--- src/sv/lbs_pkg.sv ---
`timescale 1ns / 1ps
// ----------------------------------------------------------------------------
// lbs_pkg: shared definitions for the LED bounce scanner
// Reset values, register indexes, operation codes and sequencer types.
// ----------------------------------------------------------------------------
package lbs_pkg;

  // Default sizing of the scanner.
  localparam int MAX_WIDTH_DEF       = 15;
  localparam int PROFILE_ENTRIES_DEF = 8;

  // Reset values of the configuration registers and of the centre.
  localparam logic [7:0] STRIP_LENGTH_RST  = 8'd60;
  localparam logic [3:0] SCANNER_WIDTH_RST = 4'd5;
  localparam logic [7:0] CENTRE_RST        = 8'(SCANNER_WIDTH_RST / 2);

  // The scaling divider retires one quotient bit per cycle.
  localparam int DIV_STEPS = 16;

  // Configuration register indexes.
  localparam logic [7:0] CFG_STRIP_LENGTH  = 8'd0;
  localparam logic [7:0] CFG_SCANNER_WIDTH = 8'd1;
  localparam logic [7:0] CFG_PROFILE_MULT  = 8'd2;
  localparam logic [7:0] CFG_PROFILE_DIV   = 8'd3;

  // Operation codes of an input transaction.
  localparam logic OP_TICK  = 1'b0;
  localparam logic OP_START = 1'b1;

  // Sequencer states.
  typedef enum logic [2:0] {
    ST_IDLE,
    ST_MUL,
    ST_DIV,
    ST_TRAIL,
    ST_CLEAR,
    ST_WIN
  } state_t;

  // Colour channel being scaled.
  typedef enum logic [1:0] {
    CH_RED,
    CH_GREEN,
    CH_BLUE
  } chan_t;

endpackage

--- src/sv/led_bounce_scanner.sv ---
`timescale 1ns / 1ps
// ----------------------------------------------------------------------------
// led_bounce_scanner: bouncing symmetric window on an RGB strip
// A start transaction scales its colour by the brightness profile and draws
// the window; a tick transaction moves the window one step and redraws it.
// ----------------------------------------------------------------------------
// A start transaction scales its colour for every slot of the window: each
// slot and colour channel goes through an 8x8 multiply and a shared
// restoring divider, one quotient bit per cycle. The window then goes out
// at one pixel per cycle while the result side keeps up. A tick
// transaction steps the centre as it is accepted and then delivers the
// trailing clear and the window, width + 1
// results, or a single clear-whole-strip result when a finite run ends. The
// input side is ready only when the previous transaction has been fully
// handed to the output register; the output register holds the final result
// while the next transaction is taken. Configuration writes are taken every
// cycle and must only be issued while the block is idle.
module led_bounce_scanner #(
  parameter int MAX_WIDTH       = lbs_pkg::MAX_WIDTH_DEF,
  parameter int PROFILE_ENTRIES = lbs_pkg::PROFILE_ENTRIES_DEF
) (
  input  logic              clk,
  input  logic              rst_n,
  // Input channel
  input  logic              in_valid,
  output logic              in_ready,
  input  logic              in_operation,
  input  logic [7:0]        in_red,
  input  logic [7:0]        in_green,
  input  logic [7:0]        in_blue,
  input  logic signed [7:0] in_run_count,
  // Result channel
  output logic              out_valid,
  input  logic              out_ready,
  output logic              out_clear_all,
  output logic [7:0]        out_led_index,
  output logic [7:0]        out_red_out,
  output logic [7:0]        out_green_out,
  output logic [7:0]        out_blue_out,
  output logic              out_scan_active,
  output logic              out_last,
  // Configuration write channel
  input  logic              cfg_valid,
  output logic              cfg_ready,
  input  logic [7:0]        cfg_index,
  input  logic [63:0]       cfg_data
);
  import lbs_pkg::*;

  localparam int SLOTS  = MAX_WIDTH / 2 + 1;
  localparam int SLOT_W = (SLOTS > 1) ? $clog2(SLOTS) : 1;
  localparam logic [SLOT_W-1:0] SLOT_LAST = SLOT_W'(SLOTS - 1);
  localparam logic [4:0] SLOTS_M1 = 5'(SLOTS - 1);
  localparam logic [4:0] MAXW5    = 5'(MAX_WIDTH);
  localparam logic [4:0] PE_LAST  = 5'(PROFILE_ENTRIES - 1);
  localparam logic [3:0] DIV_LAST = 4'(DIV_STEPS - 1);

  // Registers
  state_t             state_r, state_nxt;
  logic [7:0]         strip_len_r;
  logic [3:0]         swidth_r;
  logic [63:0]        mult_r, divs_r;
  logic [7:0]         centre_r, centre_nxt;
  logic               up_r, up_nxt;
  logic signed [7:0]  runs_r, runs_nxt;
  logic [23:0]        slot_r [SLOTS];
  logic [23:0]        col_r, col_nxt;
  logic [SLOT_W-1:0]  k_r, k_nxt;
  chan_t              ch_r, ch_nxt;
  logic [3:0]         step_r, step_nxt;
  logic [15:0]        work_r, work_nxt;
  logic [7:0]         rem_r, rem_nxt;
  logic [7:0]         trail_r, trail_nxt;
  logic [3:0]         p_r, p_nxt;
  logic               out_valid_r, out_valid_nxt;
  logic               out_clear_r, out_clear_nxt;
  logic [7:0]         out_idx_r, out_idx_nxt;
  logic [23:0]        out_rgb_r, out_rgb_nxt;
  logic               out_active_r, out_active_nxt;
  logic               out_last_r, out_last_nxt;

  // Control strobes
  logic accept, out_free, out_load, slot_we;

  // Effective window geometry.
  logic [3:0] w_eff, w_last;
  logic [7:0] half;
  always_comb begin
    w_eff  = ({1'b0, swidth_r} > MAXW5) ? MAXW5[3:0] : swidth_r;
    w_last = w_eff - 4'd1;
    half   = {5'd0, w_eff[3:1]};
  end

  // Tick step: trailing pixel, new centre, direction and run count.
  logic [7:0]        top, trail, loc_new;
  logic              up_new, run_end, tick_cont;
  logic signed [7:0] runs_new;
  always_comb begin
    top     = strip_len_r - 8'd1 - half;
    trail   = up_r ? (centre_r - half) : (centre_r + half);
    loc_new = centre_r;
    up_new  = up_r;
    if (up_r) begin
      if (centre_r < top) loc_new = centre_r + 8'd1;
      if (loc_new == top) up_new = 1'b0;
    end else begin
      if (centre_r > half) loc_new = centre_r - 8'd1;
      if (loc_new == half) up_new = 1'b1;
    end
    run_end   = (runs_r > 8'sd0) && (loc_new == half);
    runs_new  = run_end ? (runs_r - 8'sd1) : runs_r;
    tick_cont = !run_end || (runs_r > 8'sd1);
  end

  // Profile bytes for the slot being scaled; entries past the profile clamp.
  logic [4:0] k_clamp;
  logic [7:0] mul_byte, div_byte, col_sel;
  always_comb begin
    k_clamp  = (5'(k_r) > PE_LAST) ? PE_LAST : 5'(k_r);
    mul_byte = (k_clamp < 5'd8) ? mult_r[{k_clamp[2:0], 3'b000} +: 8] : 8'd0;
    div_byte = (k_clamp < 5'd8) ? divs_r[{k_clamp[2:0], 3'b000} +: 8] : 8'd0;
    case (ch_r)
      CH_RED:   col_sel = col_r[23:16];
      CH_GREEN: col_sel = col_r[15:8];
      CH_BLUE:  col_sel = col_r[7:0];
      default:  col_sel = 8'd0;
    endcase
  end

  // Shared restoring divider step: one quotient bit per cycle.
  logic [8:0]  div_shift;
  logic        div_ge;
  logic [7:0]  div_rem;
  logic [15:0] div_work;
  logic [7:0]  div_q;
  always_comb begin
    div_shift = {rem_r, work_r[15]};
    div_ge    = div_shift >= {1'b0, div_byte};
    div_rem   = div_ge ? 8'(div_shift - {1'b0, div_byte}) : div_shift[7:0];
    div_work  = {work_r[14:0], div_ge};
    div_q     = (div_byte == 8'd0) ? 8'd0 : div_work[7:0];
  end

  // Window slot for the pixel being written, mirrored about the centre.
  logic [3:0]        p_mirror, k_min;
  logic [4:0]        k_win;
  logic [SLOT_W-1:0] slot_idx;
  always_comb begin
    p_mirror = w_last - p_r;
    k_min    = (p_r < p_mirror) ? p_r : p_mirror;
    if (!w_eff[0] && (k_min == (w_eff[3:1] - 4'd1))) k_min = {1'b0, w_eff[3:1]};
    k_win    = ({1'b0, k_min} > SLOTS_M1) ? SLOTS_M1 : {1'b0, k_min};
    slot_idx = k_win[SLOT_W-1:0];
  end

  // Next state.
  always_comb begin
    state_nxt = state_r;
    case (state_r)
      ST_IDLE: begin
        if (in_valid) begin
          if (in_operation == OP_START) state_nxt = ST_MUL;
          else state_nxt = tick_cont ? ST_TRAIL : ST_CLEAR;
        end
      end
      ST_MUL: state_nxt = ST_DIV;
      ST_DIV: begin
        if (step_r == DIV_LAST) begin
          if (k_r == SLOT_LAST && ch_r == CH_BLUE)
            state_nxt = (w_eff == 4'd0) ? ST_IDLE : ST_WIN;
          else
            state_nxt = ST_MUL;
        end
      end
      ST_TRAIL: begin
        if (out_free) state_nxt = (w_eff == 4'd0) ? ST_IDLE : ST_WIN;
      end
      ST_CLEAR: begin
        if (out_free) state_nxt = ST_IDLE;
      end
      ST_WIN: begin
        if (out_free && p_r == w_last) state_nxt = ST_IDLE;
      end
      default: state_nxt = ST_IDLE;
    endcase
  end

  // Control outputs of the sequencer.
  always_comb begin
    in_ready  = (state_r == ST_IDLE);
    cfg_ready = 1'b1;
    accept    = in_valid && in_ready;
    out_free  = !out_valid_r || out_ready;
    out_load  = out_free &&
                (state_r == ST_TRAIL || state_r == ST_CLEAR || state_r == ST_WIN);
    slot_we   = (state_r == ST_DIV) && (step_r == DIV_LAST);
  end

  // Datapath next values.
  always_comb begin
    centre_nxt     = centre_r;
    up_nxt         = up_r;
    runs_nxt       = runs_r;
    col_nxt        = col_r;
    k_nxt          = k_r;
    ch_nxt         = ch_r;
    step_nxt       = step_r;
    work_nxt       = work_r;
    rem_nxt        = rem_r;
    trail_nxt      = trail_r;
    p_nxt          = p_r;
    out_valid_nxt  = out_valid_r;
    out_clear_nxt  = out_clear_r;
    out_idx_nxt    = out_idx_r;
    out_rgb_nxt    = out_rgb_r;
    out_active_nxt = out_active_r;
    out_last_nxt   = out_last_r;

    // Capture an input transaction.
    if (accept) begin
      col_nxt = {in_red, in_green, in_blue};
      p_nxt   = 4'd0;
      if (in_operation == OP_START) begin
        runs_nxt = in_run_count;
        up_nxt   = 1'b1;
        k_nxt    = '0;
        ch_nxt   = CH_RED;
      end else begin
        centre_nxt = loc_new;
        up_nxt     = up_new;
        runs_nxt   = runs_new;
        trail_nxt  = trail;
      end
    end

    // Scaling: multiply, then divide bit by bit.
    if (state_r == ST_MUL) begin
      work_nxt = {8'd0, col_sel} * {8'd0, mul_byte};
      rem_nxt  = 8'd0;
      step_nxt = 4'd0;
    end
    if (state_r == ST_DIV) begin
      work_nxt = div_work;
      rem_nxt  = div_rem;
      step_nxt = step_r + 4'd1;
      if (step_r == DIV_LAST) begin
        case (ch_r)
          CH_RED:   ch_nxt = CH_GREEN;
          CH_GREEN: ch_nxt = CH_BLUE;
          default: begin
            ch_nxt = CH_RED;
            if (k_r != SLOT_LAST) k_nxt = k_r + SLOT_W'(1);
          end
        endcase
      end
    end

    // Result register.
    if (out_load) begin
      out_valid_nxt = 1'b1;
      case (state_r)
        ST_TRAIL: begin
          out_clear_nxt  = 1'b0;
          out_idx_nxt    = trail_r;
          out_rgb_nxt    = 24'd0;
          out_active_nxt = 1'b1;
          out_last_nxt   = (w_eff == 4'd0);
        end
        ST_CLEAR: begin
          out_clear_nxt  = 1'b1;
          out_idx_nxt    = 8'd0;
          out_rgb_nxt    = 24'd0;
          out_active_nxt = 1'b0;
          out_last_nxt   = 1'b1;
        end
        default: begin
          out_clear_nxt  = 1'b0;
          out_idx_nxt    = centre_r - half + {4'd0, p_r};
          out_rgb_nxt    = slot_r[slot_idx];
          out_active_nxt = 1'b1;
          out_last_nxt   = (p_r == w_last);
          p_nxt          = p_r + 4'd1;
        end
      endcase
    end else if (out_ready) begin
      out_valid_nxt = 1'b0;
    end
  end

  // Control and state registers.
  always_ff @(posedge clk) begin
    if (!rst_n) begin
      state_r     <= ST_IDLE;
      strip_len_r <= STRIP_LENGTH_RST;
      swidth_r    <= SCANNER_WIDTH_RST;
      mult_r      <= 64'd0;
      divs_r      <= 64'd0;
      centre_r    <= CENTRE_RST;
      up_r        <= 1'b1;
      runs_r      <= 8'sd0;
      k_r         <= '0;
      ch_r        <= CH_RED;
      step_r      <= 4'd0;
      p_r         <= 4'd0;
      out_valid_r <= 1'b0;
    end else begin
      state_r  <= state_nxt;
      centre_r <= centre_nxt;
      up_r     <= up_nxt;
      runs_r   <= runs_nxt;
      k_r      <= k_nxt;
      ch_r     <= ch_nxt;
      step_r   <= step_nxt;
      p_r      <= p_nxt;
      out_valid_r <= out_valid_nxt;
      if (cfg_valid && cfg_ready) begin
        case (cfg_index)
          CFG_STRIP_LENGTH:  strip_len_r <= cfg_data[7:0];
          CFG_SCANNER_WIDTH: swidth_r    <= cfg_data[3:0];
          CFG_PROFILE_MULT:  mult_r      <= cfg_data;
          CFG_PROFILE_DIV:   divs_r      <= cfg_data;
          default: ;
        endcase
      end
    end
  end

  // Scaled colour slots, written one channel at a time.
  always_ff @(posedge clk) begin
    if (!rst_n) begin
      for (int i = 0; i < SLOTS; i++) slot_r[i] <= 24'd0;
    end else if (slot_we) begin
      case (ch_r)
        CH_RED:   slot_r[k_r][23:16] <= div_q;
        CH_GREEN: slot_r[k_r][15:8]  <= div_q;
        default:  slot_r[k_r][7:0]   <= div_q;
      endcase
    end
  end

  // Payload registers.
  always_ff @(posedge clk) begin
    col_r        <= col_nxt;
    work_r       <= work_nxt;
    rem_r        <= rem_nxt;
    trail_r      <= trail_nxt;
    out_clear_r  <= out_clear_nxt;
    out_idx_r    <= out_idx_nxt;
    out_rgb_r    <= out_rgb_nxt;
    out_active_r <= out_active_nxt;
    out_last_r   <= out_last_nxt;
  end

  // Result ports.
  assign out_valid       = out_valid_r;
  assign out_clear_all   = out_clear_r;
  assign out_led_index   = out_idx_r;
  assign out_red_out     = out_rgb_r[23:16];
  assign out_green_out   = out_rgb_r[15:8];
  assign out_blue_out    = out_rgb_r[7:0];
  assign out_scan_active = out_active_r;
  assign out_last        = out_last_r;

endmodule

--- config.mk ---
export PLATFORM = sky130hd
export DESIGN_NAME = led_bounce_scanner
export DESIGN_NICKNAME = d
export VERILOG_FILES = /design/src/sv/lbs_pkg.sv /design/src/sv/led_bounce_scanner.sv
export SDC_FILE = /design/constraint.sdc
export NUM_CORES = 1
export LEC_CHECK = 0
export BUFFER_PORTS_ARGS = -buffer_cell sky130_fd_sc_hd__buf_2
export CORE_ASPECT_RATIO = 0.7
export CORE_UTILIZATION = 30
export DETAILED_ROUTE_END_ITERATION = 10
export SKIP_LAST_GASP = 1
export SLEW_MARGIN = 20
export SYNTH_ARGS = -nofsm -noshare
export SYNTH_HDL_FRONTEND = slang
export SYNTH_SLANG_ARGS = --single-unit
--- constraint.sdc ---
create_clock -name clk -period 6.6 [get_ports clk]
set_clock_uncertainty 0.05 [all_clocks]
set_input_delay 1.98 -clock clk [delete_from_list [all_inputs] [get_ports clk]]
set_output_delay 1.98 -clock clk [all_outputs]
set_load 0.01 [all_outputs]
==> reports/results.ini <==
[run_status]
run_status=finished clean

[cells_and_area]
post_route_cells_drive_above_1_share_pct=13.4
final_nets=2868
syn2layout_area_growth_pct=14.4
fin_cells=3738
diodes=0
final_cell_area_mm2=0.0284
n_fill_cell=8256

[route]
wire_per_inst_um=19.8
routed-via-count=19800
drt-vias-per-instance=5.31
wirelength_um=74000
firstDrtPassIters=6
final_antenna_net_count=0
drcViolationCount=0
drtIter0Drc=2124

[cts]
clock-root-buffer=clkbuf_16
clk-insertion-delay-late_ns=0.61
htreeDepth=2
clk_path_buf_depth=3
cts_setup_buffers=0
cts.sinks=457
cts_tree=yes
path_clk_slew_ns=0.07
numCtsBuffers=49

[worst_setup_path]
cp_slowest_cell=dfxtp_4
timing.rr.end=work_r[15]
reg2reg_slack_ns=0.58
worstPathCellList=inv_1 > nand2_1 > o22ai_1 > o21ai_0 > o211ai_1 > or2_2 > fa_1 > inv_1 > fa_1 > ha_1 > inv_1 > fa_1 > inv_1 > ha_1 > nor2b_1 > o21ai_0 > a21boi_0 > o21ai_0 > a22oi_1 > a41o_1 > nor4_1 > or3_1 > nand3_1
critical_path.max_fanout=21
crit_arrival_ns=6.32
cpPeakStageDelay_ns=0.53
endpoint=work_r[15]
worstPathRequired_ns=6.90
setup.worst_path.class=reg -> reg
r2r_cells=23
r2r_start=k_r[0]
endpoint_kind=flop
path_common_cell=inv_1
worstSetupStartpoint=k_r[0]
worstSetupStartpointType=flop

[timing]
period_share_pct=91.3
finalSetupViolations=0
worst_pin_slew_ns=1.05
finalMaxSlewViolations=0
timing.final.ws_setup_ns=0.576
finalHoldViolations=0
setup_tns_ns=0
grt_setup_unrepaired=no
fmax_mhz=166
finalCriticalPeriod_ns=6.02
slew_headroom_pct=30.2

[floorplan]
dieArea_mm2=0.0839
io-pin-count=148
start_util_pct=30.6
die_x_um=346
fp.dieH_um=243
fp.coreArea_mm2=0.0812
row_count=87

[logic_synthesis]
synth.yosys.seq_area_share_pct=48.3
yosys_warnings=0
synth_flop_cell=edfxtp_1
synth_cell_types=79
synth_cells=2551
synth_edf_count=283
synth-seq-cells=457
syn-cell-area_mm2=0.0248
async_flop_share_pct=0
syn-mean-instance-area_um2=9.73
syn_nets=2786

[placement]
dp_cells=3650
detailedPlace.worstSlack_ns=0.467
dpl.hpwl_um=50900
port_buffers=146
gp_congestion=0.873
placed_area_mm2=0.0268

[global_route]
grt.total_usage_pct=17.3
grt_pass1_vias=18700
gr-total-overflow=0
grt_max_degree=99
grt_pass1_wl_um=115000
antenna_found_initial=0

[power]
ir_worst_vdd_v=0.000234
p_total_mw=8.06
leakagePower_nw=9.85
power_density_mw_per_mm2=284

[job]
drv_cap=0

[min_path]
worst_hold_path_type=reg -> reg
hold_start=divs_r[42]

## cell families after synthesis
kind of cell / Yosys count / synth area share, %
AND/OR/NAND/NOR: 986 / 18.0
AO/OA/AOI/OAI: 551 / 15.0
flip-flops: 457 / 48.3
buffers and inverters: 275 / 4.23
adder cells (fa/ha/maj): 125 / 7.57
multiplexers: 92 / 4.65
XOR/XNOR: 64 / 2.26
other: 1 / 0.0151
## worst max-delay path: cells and delay by family, from the launching register on
kind	cells	cell delay, ns
flip-flops	1	0.53
buffers and inverters	4	0.39
AND/OR/NAND/NOR	6	1.20
AO/OA/AOI/OAI	8	1.63
adder cells (fa/ha/maj)	5	1.94
## worst min path at each step
| stage | end | depth (start not counted) |
|---|---|---|
| after floorplan | step_r[3] | 1 |
| after global placement | mult_r[33] | 2 |
| after detailed placement | divs_r[42] | 2 |
| after CTS | divs_r[42] | 2 |
| after global routing | divs_r[42] | 2 |
| final | divs_r[42] | 2 |
## per-stage QoR
stage                     utilization, %  hold WS, ns
final                               35.0        0.404
after global routing                35.0        0.418
after CTS                           35.0        0.403
after detailed placement            33.0        0.394
after global placement              33.0        0.390
after floorplan                        -        0.381
## cell usage after synthesis (all sizes together), types with 8 or more instances
library cell / n / share of area, %
nand2: 377 / 5.7
nor2: 345 / 5.2
edfxtp: 283 / 34
a21oi: 198 / 4.0
dfxtp: 174 / 14
clkbuf: 147 / 2.2
inv: 88 / 1.3
ha: 83 / 4.2
o211ai: 80 / 2.4
o31a: 74 / 2.6
nor4b: 73 / 2.6
mux2i: 67 / 2.7
o21ai: 50 / 1.0
nand3: 48 / 0.97
fa: 42 / 3.4
xnor2: 38 / 1.3
buf: 37 / 0.63
nor3: 36 / 0.75
o2111ai: 26 / 0.92
xor2: 26 / 0.92
or2: 20 / 0.50
mux4: 18 / 1.6
nor2b: 18 / 0.45
a21o: 16 / 0.48
a31oi: 11 / 0.28
o22ai: 11 / 0.28
and3: 10 / 0.25
nand4: 10 / 0.25
or3: 10 / 0.27
nand2b: 9 / 0.23
a211oi: 8 / 0.26
a22o: 8 / 0.28
and2: 8 / 0.20
o31ai: 8 / 0.24
## layout make-up
| cell class | instances | area, um2 | area share (%) |
|---|---|---|---|
| well taps | 1068 | 1340 | 4.70 |
| clock inverters | 26 | 249 | 0.876 |
| multi-input cells | 1819 | 11900 | 41.8 |
| repair buffers | 215 | 1290 | 4.53 |
| clock buffers | 62 | 1320 | 4.63 |
| flip-flops and latches | 457 | 12000 | 42.2 |
| inverters | 91 | 344 | 1.21 |
## cell usage in the layout, fill, tap and decap left out, types with 20 or more instances in the layout
master / n
fa_1: 42
nor3_1: 33
ha_1: 83
xnor2_1: 38
inv_1: 88
xor2_1: 26
o31a_1: 74
nor4b_1: 73
a21oi_1: 198
o211ai_1: 80
edfxtp_1: 283
o2111ai_1: 26
buf_2: 146
clkbuf_16: 49
nand3_1: 47
o21ai_0: 43
or2_2: 20
dfxtp_1: 171
mux2i_1: 66
buf_4: 66
nor2_1: 342
nand2_1: 377
## registers in the layout, indices dropped and copies added, names as in the netlist, 8 cells and up
name and cells:
strip_len_r 8, trail_r 8, mult_r 64, out_rgb_r 24
out_led_index 8, col_r 24, divs_r 64, slot_r 192
centre_r 8, runs_r 8, rem_r 8, work_r 16
## power breakdown
part | total (mW) | internal, mW | switching, mW
registers | 3.60 | 3.43 | 0.167
clock network | 2.77 | 1.53 | 1.23
logic | 1.69 | 0.542 | 1.15
total | 8.06 | 5.51 | 2.55
## timing repair
action,in CTS,in global routing
hold buffers,0,0
setup endpoints to repair,0,1
endpoints found under the hold margin,0,0
resized for setup,0,2
## per-layer routing
layer	GRT usage, %	up-vias	part of all wire [%]
met5	0	-	0
met2	24.7	786	41
met4	4.43	0	2.2
met1	26.5	9623	48
met3	3.24	96	8.0
li1	-	9342	-
(Power assumes the default switching activity.)
